===== config.mk =====
export PLATFORM = sky130hd
export DESIGN_NAME = magnetometer_heading_filter_unit
export DESIGN_NICKNAME = d
export VERILOG_FILES = /design/src/rtl/mhf_pkg.sv /design/src/rtl/mhf_cordic.sv /design/src/rtl/magnetometer_heading_filter_unit.sv
export SDC_FILE = /design/constraint.sdc
export NUM_CORES = 2
export LEC_CHECK = 0
export BUFFER_PORTS_ARGS = -buffer_cell sky130_fd_sc_hd__buf_2
export CAP_MARGIN = 20
export CORE_MARGIN = 1
export CORE_UTILIZATION = 24
export CTS_BUF_LIST = sky130_fd_sc_hd__clkbuf_16
export CTS_CLUSTER_DIAMETER = 100
export DETAILED_ROUTE_END_ITERATION = 8
export HOLD_SLACK_MARGIN = 0.06
export SYNTH_ARGS = -nofsm -noshare
export SYNTH_HDL_FRONTEND = slang
export SYNTH_SLANG_ARGS = --single-unit

===== constraint.sdc =====
create_clock -name clk -period 15.7 [get_ports clk]
set_clock_uncertainty 0.1 [all_clocks]
set_input_delay 2.355 -clock clk [delete_from_list [all_inputs] [get_ports clk]]
set_output_delay 2.355 -clock clk [all_outputs]
set_load 0.01 [all_outputs]

===== src/rtl/mhf_pkg.sv =====
// ----------------------------------------------------------------------------
// mhf_pkg
// Shared types, constants and the arctangent table of the heading filter.
// ----------------------------------------------------------------------------
package mhf_pkg;

  localparam int AtanEntries = 24;
  localparam int CordicStepsDefault = 16;
  localparam int AccW = 36;
  localparam logic signed [AccW-1:0] GainQ24 = 36'sd10188014;

  localparam logic [1:0] MODE_HEADING = 2'd0;
  localparam logic [1:0] MODE_CALIB   = 2'd1;
  localparam logic [1:0] MODE_FINISH  = 2'd2;
  localparam logic [1:0] MODE_LOAD    = 2'd3;

  localparam logic [1:0] REG_THRESHOLD = 2'd0;
  localparam logic [1:0] REG_ALPHA     = 2'd1;
  localparam logic [1:0] REG_STORED_X2 = 2'd2;
  localparam logic [1:0] REG_STORED_Y2 = 2'd3;

  typedef enum logic [3:0] {
    ST_IDLE, ST_SAMPLE, ST_SAMPLE_WAIT, ST_SINCOS, ST_SINCOS_WAIT,
    ST_CUR, ST_CUR_WAIT, ST_EMA, ST_FINAL, ST_FINAL_WAIT, ST_DONE
  } state_t;

  typedef struct packed {
    logic start;
    logic rotate;
  } cordic_cmd_t;

  function automatic logic [31:0] atan_turn(input logic [4:0] i);
    logic [31:0] v;
    begin
      unique case (i)
        5'd0: v = 32'd536870912;  5'd1: v = 32'd316933406;
        5'd2: v = 32'd167458907;  5'd3: v = 32'd85004756;
        5'd4: v = 32'd42667331;   5'd5: v = 32'd21354465;
        5'd6: v = 32'd10680862;   5'd7: v = 32'd5340245;
        5'd8: v = 32'd2670163;    5'd9: v = 32'd1335087;
        5'd10: v = 32'd667544;    5'd11: v = 32'd333772;
        5'd12: v = 32'd166886;    5'd13: v = 32'd83443;
        5'd14: v = 32'd41721;     5'd15: v = 32'd20861;
        5'd16: v = 32'd10430;     5'd17: v = 32'd5215;
        5'd18: v = 32'd2608;      5'd19: v = 32'd1304;
        5'd20: v = 32'd652;       5'd21: v = 32'd326;
        5'd22: v = 32'd163;       5'd23: v = 32'd81;
        default: v = 32'd0;
      endcase
      return v;
    end
  endfunction

endpackage


===== src/rtl/mhf_cordic.sv =====
// ----------------------------------------------------------------------------
// mhf_cordic
// Shared iterative CORDIC: vectoring (atan2) or rotation (sin/cos), one
// micro-rotation per cycle.
// ----------------------------------------------------------------------------
module mhf_cordic import mhf_pkg::*; #(
  parameter int CORDIC_STEPS = CordicStepsDefault
) (
  input  logic                   clk,
  input  logic                   rst,
  input  cordic_cmd_t            cmd,
  input  logic signed [17:0]     in_y,
  input  logic signed [17:0]     in_x,
  input  logic [15:0]            in_ang,
  output logic                   done,
  output logic [15:0]            ang,
  output logic signed [17:0]     sin_q,
  output logic signed [17:0]     cos_q
);

  localparam int IW = $clog2(CORDIC_STEPS + 1);

  logic signed [AccW-1:0] x, y, x_next, y_next, dx, dy;
  logic signed [33:0] z, z_next;
  logic [IW-1:0] step;
  logic busy, mode_rot, neg, zero_vec;
  logic signed [33:0] z0;
  logic signed [AccW-1:0] xs, ys, xr, yr;
  logic signed [33:0] zr;
  logic [33:0] zsum;

  always_comb begin
    dx = x >>> step;
    dy = y >>> step;
    x_next = x;
    y_next = y;
    z_next = z;
    if (mode_rot) begin
      if (!z[33]) begin
        x_next = x - dy; y_next = y + dx;
        z_next = z - $signed({2'b00, atan_turn(5'(step))});
      end else begin
        x_next = x + dy; y_next = y - dx;
        z_next = z + $signed({2'b00, atan_turn(5'(step))});
      end
    end else begin
      if (y > 0) begin
        x_next = x + dy; y_next = y - dx;
        z_next = z + $signed({2'b00, atan_turn(5'(step))});
      end else begin
        x_next = x - dy; y_next = y + dx;
        z_next = z - $signed({2'b00, atan_turn(5'(step))});
      end
    end
  end

  // initial rotation angle and inputs scaled by 256; the half-plane fold is applied at start
  always_comb begin
    z0 = $signed({{2{in_ang[15]}}, in_ang, 16'd0});
    xs = AccW'(in_x) <<< 8;
    ys = AccW'(in_y) <<< 8;
  end

  always_ff @(posedge clk) begin
    if (rst) begin
      busy <= 1'b0;
      done <= 1'b0;
      step <= '0;
    end else begin
      done <= 1'b0;
      if (cmd.start) begin
        busy <= 1'b1;
        step <= '0;
        mode_rot <= cmd.rotate;
        if (cmd.rotate) begin
          x <= GainQ24;
          y <= '0;
          neg <= 1'b0;
          zero_vec <= 1'b0;
          if (z0 > 34'sd1073741824) begin
            z <= z0 - 34'sd2147483648; neg <= 1'b1;
          end else if (z0 < -34'sd1073741824) begin
            z <= z0 + 34'sd2147483648; neg <= 1'b1;
          end else begin
            z <= z0;
          end
        end else begin
          zero_vec <= (in_x == 0) && (in_y == 0);
          neg <= 1'b0;
          if (in_x < 0) begin
            x <= -xs; y <= -ys; z <= 34'sd2147483648;
          end else begin
            x <= xs; y <= ys; z <= '0;
          end
        end
      end else if (busy) begin
        x <= x_next; y <= y_next; z <= z_next;
        if (step == IW'(CORDIC_STEPS - 1)) begin
          busy <= 1'b0;
          done <= 1'b1;
        end
        step <= step + 1'b1;
      end
    end
  end

  always_comb begin
    xr = (x + AccW'(128)) >>> 8;
    yr = (y + AccW'(128)) >>> 8;
    zr = z + 34'sd32768;
    zsum = zr;
    ang = zero_vec ? 16'd0 : zsum[31:16];
    cos_q = neg ? -xr[17:0] : xr[17:0];
    sin_q = neg ? -yr[17:0] : yr[17:0];
  end

`ifndef SYNTH
  a_done_pulse: assert property (@(posedge clk) disable iff (rst) done |=> !done)
    else $error("cordic done held");
  a_start_idle: assert property (@(posedge clk) disable iff (rst) cmd.start |=> busy)
    else $error("cordic did not start");
  a_done_end: assert property (@(posedge clk) disable iff (rst) done |-> !busy)
    else $error("cordic done while busy");
`endif

endmodule


===== src/rtl/magnetometer_heading_filter_unit.sv =====
// ----------------------------------------------------------------------------
// magnetometer_heading_filter_unit
// Hard-iron corrected, outlier gated, averaged compass heading.
// ----------------------------------------------------------------------------
// channel | signals                          | transfer
// in      | in_valid in_ready mode raw_*     | in_valid & in_ready
// out     | out_valid out_ready out_* ...    | out_valid & out_ready
// cfg     | cfg_we cfg_index cfg_data        | cfg_we
// A heading item runs up to four CORDIC passes of CORDIC_STEPS micro-rotations
// each on one shared unit; other modes go from ST_SAMPLE straight to ST_DONE.
// One item at a time; in_ready is low while an item is at work or its
// result waits. Reset is synchronous; the captured sample and result are not reset.
// ----------------------------------------------------------------------------
module magnetometer_heading_filter_unit import mhf_pkg::*; #(
  parameter int CORDIC_STEPS = CordicStepsDefault
) (
  input  logic               clk,
  input  logic               rst,
  input  logic               in_valid,
  output logic               in_ready,
  input  logic [1:0]         mode,
  input  logic signed [15:0] raw_x,
  input  logic signed [15:0] raw_y,
  input  logic signed [15:0] raw_z,
  output logic               out_valid,
  input  logic               out_ready,
  output logic signed [15:0] out_x,
  output logic signed [15:0] out_y,
  output logic signed [15:0] out_z,
  output logic [15:0]        heading,
  output logic               heading_valid,
  output logic               sample_accepted,
  output logic signed [16:0] offset_x2_now,
  output logic signed [16:0] offset_y2_now,
  input  logic               cfg_we,
  input  logic [1:0]         cfg_index,
  input  logic [16:0]        cfg_data
);

  state_t state, state_next;
  cordic_cmd_t cmd;
  logic [15:0] outlier_threshold, filter_alpha;
  logic signed [16:0] stored_offset_x2, stored_offset_y2;
  logic signed [17:0] sine_avg, cosine_avg, sn, cs, cy_in, cx_in;
  logic filter_started, calib_seen;
  logic signed [16:0] offset_x2, offset_y2;
  logic signed [15:0] min_x, max_x, min_y, max_y;
  logic [1:0] mode_r;
  logic [15:0] samp_ang, cur_ang;
  logic c_done;
  logic [15:0] c_ang;
  logic signed [17:0] c_sin, c_cos;
  logic [15:0] diff, mag;
  logic signed [17:0] ema_old, ema_new;
  logic signed [18:0] ema_d;
  logic signed [35:0] ema_p;
  logic signed [17:0] ema_res;
  logic ema_sel;
  logic [31:0] hprod;

  mhf_cordic #(.CORDIC_STEPS(CORDIC_STEPS)) u_cordic (
    .clk, .rst, .cmd, .in_y(cy_in), .in_x(cx_in), .in_ang(samp_ang),
    .done(c_done), .ang(c_ang), .sin_q(c_sin), .cos_q(c_cos)
  );

  assign in_ready = (state == ST_IDLE);
  assign offset_x2_now = offset_x2;
  assign offset_y2_now = offset_y2;

  always_ff @(posedge clk) begin
    if (rst) begin
      outlier_threshold <= 16'd8192;
      filter_alpha <= 16'd19661;
      stored_offset_x2 <= '0;
      stored_offset_y2 <= '0;
    end else if (cfg_we) begin
      unique case (cfg_index)
        REG_THRESHOLD: outlier_threshold <= cfg_data[15:0];
        REG_ALPHA:     filter_alpha <= cfg_data[15:0];
        REG_STORED_X2: stored_offset_x2 <= $signed(cfg_data);
        REG_STORED_Y2: stored_offset_y2 <= $signed(cfg_data);
      endcase
    end
  end

  always_comb begin
    diff = samp_ang - cur_ang;
    mag = diff[15] ? 16'(-diff) : diff;
    ema_old = ema_sel ? cosine_avg : sine_avg;
    ema_new = ema_sel ? cs : sn;
    ema_d = 19'(ema_new) - 19'(ema_old);
    ema_p = 36'(ema_d) * $signed({1'b0, filter_alpha}) + 36'sd32768;
    ema_res = ema_old + 18'(ema_p >>> 16);
    hprod = c_ang * 32'd36000 + 32'd32768;
    cy_in = (state == ST_SAMPLE) ? 18'(19'(2 * out_y) - 19'(offset_y2)) : sine_avg;
    cx_in = (state == ST_SAMPLE) ? 18'(19'(2 * out_x) - 19'(offset_x2)) : cosine_avg;
  end

  always_comb begin
    state_next = state;
    cmd = '0;
    unique case (state)
      ST_IDLE: if (in_valid) state_next = ST_SAMPLE;
      ST_SAMPLE: begin
        if (mode_r == MODE_HEADING) begin
          cmd.start = 1'b1; state_next = ST_SAMPLE_WAIT;
        end else state_next = ST_DONE;
      end
      ST_SAMPLE_WAIT: if (c_done) state_next = ST_SINCOS;
      ST_SINCOS: begin cmd.start = 1'b1; cmd.rotate = 1'b1; state_next = ST_SINCOS_WAIT; end
      ST_SINCOS_WAIT: if (c_done) state_next = filter_started ? ST_CUR : ST_FINAL;
      ST_CUR: begin cmd.start = 1'b1; state_next = ST_CUR_WAIT; end
      ST_CUR_WAIT: if (c_done) state_next = ST_EMA;
      ST_EMA: if (ema_sel || mag >= outlier_threshold) state_next = ST_FINAL;
      ST_FINAL: begin cmd.start = 1'b1; state_next = ST_FINAL_WAIT; end
      ST_FINAL_WAIT: if (c_done) state_next = ST_DONE;
      ST_DONE: if (out_ready) state_next = ST_IDLE;
      default: state_next = ST_IDLE;
    endcase
  end

  always_ff @(posedge clk) begin
    if (rst) state <= ST_IDLE;
    else state <= state_next;
  end

  assign out_valid = (state == ST_DONE);

  always_ff @(posedge clk) begin
    if (rst) begin
      sine_avg <= '0; cosine_avg <= '0; filter_started <= 1'b0;
      offset_x2 <= '0; offset_y2 <= '0;
      min_x <= 16'sh7fff; max_x <= 16'sh8000;
      min_y <= 16'sh7fff; max_y <= 16'sh8000;
      calib_seen <= 1'b0; ema_sel <= 1'b0;
    end else begin
      unique case (state)
        ST_IDLE: if (in_valid) begin
          mode_r <= mode; out_x <= raw_x; out_y <= raw_y; out_z <= raw_z;
          heading <= '0; heading_valid <= 1'b0; sample_accepted <= 1'b0;
          ema_sel <= 1'b0;
        end
        ST_SAMPLE: unique case (mode_r)
          MODE_CALIB: begin
            if (out_x < min_x) min_x <= out_x;
            if (out_x > max_x) max_x <= out_x;
            if (out_y < min_y) min_y <= out_y;
            if (out_y > max_y) max_y <= out_y;
            calib_seen <= 1'b1;
          end
          MODE_FINISH: begin
            offset_x2 <= calib_seen ? 17'(max_x) + 17'(min_x) : '0;
            offset_y2 <= calib_seen ? 17'(max_y) + 17'(min_y) : '0;
            min_x <= 16'sh7fff; max_x <= 16'sh8000;
            min_y <= 16'sh7fff; max_y <= 16'sh8000;
            calib_seen <= 1'b0;
          end
          MODE_LOAD: begin
            offset_x2 <= stored_offset_x2; offset_y2 <= stored_offset_y2;
          end
          default: ;
        endcase
        ST_SAMPLE_WAIT: if (c_done) samp_ang <= c_ang;
        ST_SINCOS_WAIT: if (c_done) begin
          sn <= c_sin; cs <= c_cos;
          if (!filter_started) begin
            sine_avg <= c_sin; cosine_avg <= c_cos;
            filter_started <= 1'b1; sample_accepted <= 1'b1;
          end
        end
        ST_CUR_WAIT: if (c_done) cur_ang <= c_ang;
        ST_EMA: if (mag < outlier_threshold) begin
          if (ema_sel) cosine_avg <= ema_res;
          else sine_avg <= ema_res;
          ema_sel <= 1'b1;
          sample_accepted <= 1'b1;
        end
        ST_FINAL_WAIT: if (c_done) begin
          heading <= hprod[31:16]; heading_valid <= 1'b1;
        end
        default: ;
      endcase
    end
  end

`ifndef SYNTH
  a_ready_idle: assert property (@(posedge clk) disable iff (rst)
    (in_valid && in_ready) |=> !in_ready)
    else $error("accepted while busy");
  a_hv_mode: assert property (@(posedge clk) disable iff (rst)
    (out_valid && heading_valid) |-> (mode_r == MODE_HEADING))
    else $error("heading valid in wrong mode");
  a_acc_hv: assert property (@(posedge clk) disable iff (rst)
    (out_valid && sample_accepted) |-> heading_valid)
    else $error("accepted without heading");
  a_range: assert property (@(posedge clk) disable iff (rst)
    out_valid |-> (heading < 16'd36000))
    else $error("heading out of range");
`endif

endmodule


==> impl_metrics.toml <==
[route]
vias_per_cell = 4.91
dr.pass1.iters = 5
detail_route.wirelength_mm = 183
vias = 49200
route.detailed.wl_per_inst_um = 18.2
drc_violations = 0
drt_iter0_markers = 4116
ant_nets = 0

[synthesis]
synth.area.top_cells = "sky130_fd_sc_hd__ha_1, sky130_fd_sc_hd__edfxtp_1, sky130_fd_sc_hd__fa_1"
yosys.cell_types.count = 102
synth_seq_area_share_pct = 21.5
syn-num-nets = 7868
synth.most_common_cell = "sky130_fd_sc_hd__inv_1"
warnings_synthesis = 0
synth_top_cell_by_area = "sky130_fd_sc_hd__ha_1"
syn-cell-area_um2 = 56800
synth_enable_flop_cells = 245
async_flop_share_pct = 0
synth_ff_type = "sky130_fd_sc_hd__edfxtp_1"
synth_top_area_share_pct = 13.4
cell_count_after_synthesis = 6846
post_synth.cell_area_avg_um2 = 8.30
synth_seq_cells = 489
synth_common_cells = "sky130_fd_sc_hd__inv_1, sky130_fd_sc_hd__nand2_1, sky130_fd_sc_hd__ha_1"

[global_routing]
first_pass_grt_wire_length_mm = 283
overflow = 0
antenna_found_initial = 6
grt_pass1_vias = 48800
grt_use_total_pct = 14.9
grt_start_max_net_pins = 83

[finish]
antenna_cells_inserted = 0
layout-drive-gt1-share_pct = 7.44
design.final.nets = 7840
stdcell_count = 10000
syn2layout_area_growth_pct = 10.8
stdcell_area_um2 = 63000
layout.filler_cells = 25300

[clocking]
clk_pin_slew_ps = 60
tritoncts = "done"
cts_sinks = 489
postCtsResizedCells = 0
cts_post_setup_buffers_inserted = 0
htreeDepth = 2
cts_root_buffer = "sky130_fd_sc_hd__clkbuf_16"
cts_buffers = 59
clk_path_buf_depth = 3
cts_hold_buf = 0
clk-insertion-delay-late_ps = 720

[die]
fp.dieW_um = 489
num_rows = 178
die_h_um = 489
start_util_pct = 24.1
io_pins = 176
core_area_um2 = 235000
design.die.area_um2 = 239000

[sta]
maxClockFrequency_mhz = 84.4
slew_worst_pin_ps = 1080
layout_min_cycle_time_ps = 11850
timing.slew.headroom_pct = 27.4
timing.hold.ws_ps = 354
setup_viol = 0
fin_tns_setup_ps = 0
grt_setup_unrepaired = "false"
timing.final.max_slew_violations = 0
timing.final.hold_violations = 0
fin_crit_sh_pct = 75.5

[placement]
place.detailed.instances = 9905
placed_cell_area_um2 = 61100
portBuffers = 175
dp_hpwl_mm = 141
finalWeightedCongestion = 0.931

[setup_path]
timing.critical_path.slowest_cell_delay_ps = 630
timing.critical_path.to_type = "register"
timing.setup.critical_path_class = "register to register"
critPathLaunchType = "register"
critical_path_peak_fanout = 34
path_buf_inv = 9
cpMaxStageDelayCell = "sky130_fd_sc_hd__a2111oi_0"
worst-endpoint-required_ps = 16160
cpLargestDelayFamily = "compound AO/OA/AOI/OAI gates"
worst-endpoint-arrival_ps = 12310
worst_path_most_repeated_cell = "sky130_fd_sc_hd__inv_1"

[outcome]
run_status = "complete, no violations"

[flow_run]
maxCapViolations = 0

[min_path]
min_path_type = "register to register"
## cell usage in the layout, fill, tap and decap left out, types with 24 or more instances in the layout
cell	instances
sky130_fd_sc_hd__nand2_1	675
sky130_fd_sc_hd__buf_2	174
sky130_fd_sc_hd__a31oi_1	42
sky130_fd_sc_hd__nor2_1	553
sky130_fd_sc_hd__nand3_1	118
sky130_fd_sc_hd__and3_1	44
sky130_fd_sc_hd__mux2_2	57
sky130_fd_sc_hd__nand2b_1	72
sky130_fd_sc_hd__o211ai_1	30
sky130_fd_sc_hd__nand4_1	38
sky130_fd_sc_hd__or2_2	24
sky130_fd_sc_hd__nand4b_1	36
sky130_fd_sc_hd__or3_1	42
sky130_fd_sc_hd__a221oi_1	36
sky130_fd_sc_hd__edfxtp_1	245
sky130_fd_sc_hd__a21o_1	98
sky130_fd_sc_hd__and2_1	190
sky130_fd_sc_hd__dfxtp_1	239
sky130_fd_sc_hd__mux2i_1	142
sky130_fd_sc_hd__buf_4	76
sky130_fd_sc_hd__clkbuf_16	62
sky130_fd_sc_hd__a311oi_1	32
sky130_fd_sc_hd__o31ai_1	27
sky130_fd_sc_hd__ha_1	609
sky130_fd_sc_hd__o22ai_1	42
sky130_fd_sc_hd__o21a_1	73
sky130_fd_sc_hd__a21oi_1	479
sky130_fd_sc_hd__inv_1	856
sky130_fd_sc_hd__nor4_1	31
sky130_fd_sc_hd__nor3_1	117
sky130_fd_sc_hd__nor2b_1	72
sky130_fd_sc_hd__mux4_2	33
sky130_fd_sc_hd__fa_1	339
sky130_fd_sc_hd__a211oi_1	113
sky130_fd_sc_hd__o21ai_0	316
sky130_fd_sc_hd__xnor2_1	221
sky130_fd_sc_hd__xor2_1	141
sky130_fd_sc_hd__o21bai_1	55
## routing by layer
metal	vias up	GRT usage, %	share of wire [%]
li1	23400	-	-
met1	24100	19.6	44
met2	1465	25.3	48
met3	278	1.53	5.2
met4	2	5.05	3.5
met5	-	0	0.0066
## flip-flops by register name, indices dropped and copies added, names as in the netlist, 18 cells and up, named ones only
name        flops
u_cordic.x     36
sn             18
cs             18
u_cordic.z     34
cosine_avg     18
u_cordic.y     36
sine_avg       18
## cell families after synthesis
| family | after synthesis | synth area share (%) |
|---|---|---|
| compound gates | 1535 | 17.1 |
| xor+xnor | 367 | 5.73 |
| fa+ha+maj | 949 | 25.4 |
| buf+inv | 1187 | 7.87 |
| flops | 489 | 21.5 |
| mux | 233 | 4.96 |
| simple gates | 2086 | 17.4 |
## per-stage QoR
step | util [%] | worst slack (ps)
6_report | 26.8 | 3850
5_1_grt | 26.8 | 2990
4_1_cts | 26.7 | 3980
3_5_place_dp | 25.9 | 4130
3_3_place_gp | 25.9 | 4070
2_1_floorplan | - | 4770
## final cells by class
type                            instances  area, um2  area share [%]
Multi-Input combinational cell       5170      40200            63.9
Sequential cell                       489      12300            19.4
Tap cell                             3150       3940            6.26
Inverter                              845       3170            5.03
Clock buffer                           62       1550            2.46
Timing Repair Buffer                  253       1480            2.35
Clock inverter                         50        355           0.564
## tightest hold or removal path, cell delays in order (launching register included)
cell,delay [ps]
sky130_fd_sc_hd__dfxtp_1,310
sky130_fd_sc_hd__nand2_1,50
sky130_fd_sc_hd__a21oi_1,50
## final timing paths
kind | start | end | slack (ps) | cells after the start
setup / recovery | ema_sel | sine_avg[17] | 3850 | 46
hold / removal | stored_offset_x2[16] | stored_offset_x2[16] | 350 | 2
setup reg to reg | ema_sel | sine_avg[17] | 3850 | 46
hold reg to reg | stored_offset_x2[16] | stored_offset_x2[16] | 350 | 2
Power is not shown: default switching activity piles up to over one toggle a cycle in this logic, so the estimate is an artifact.
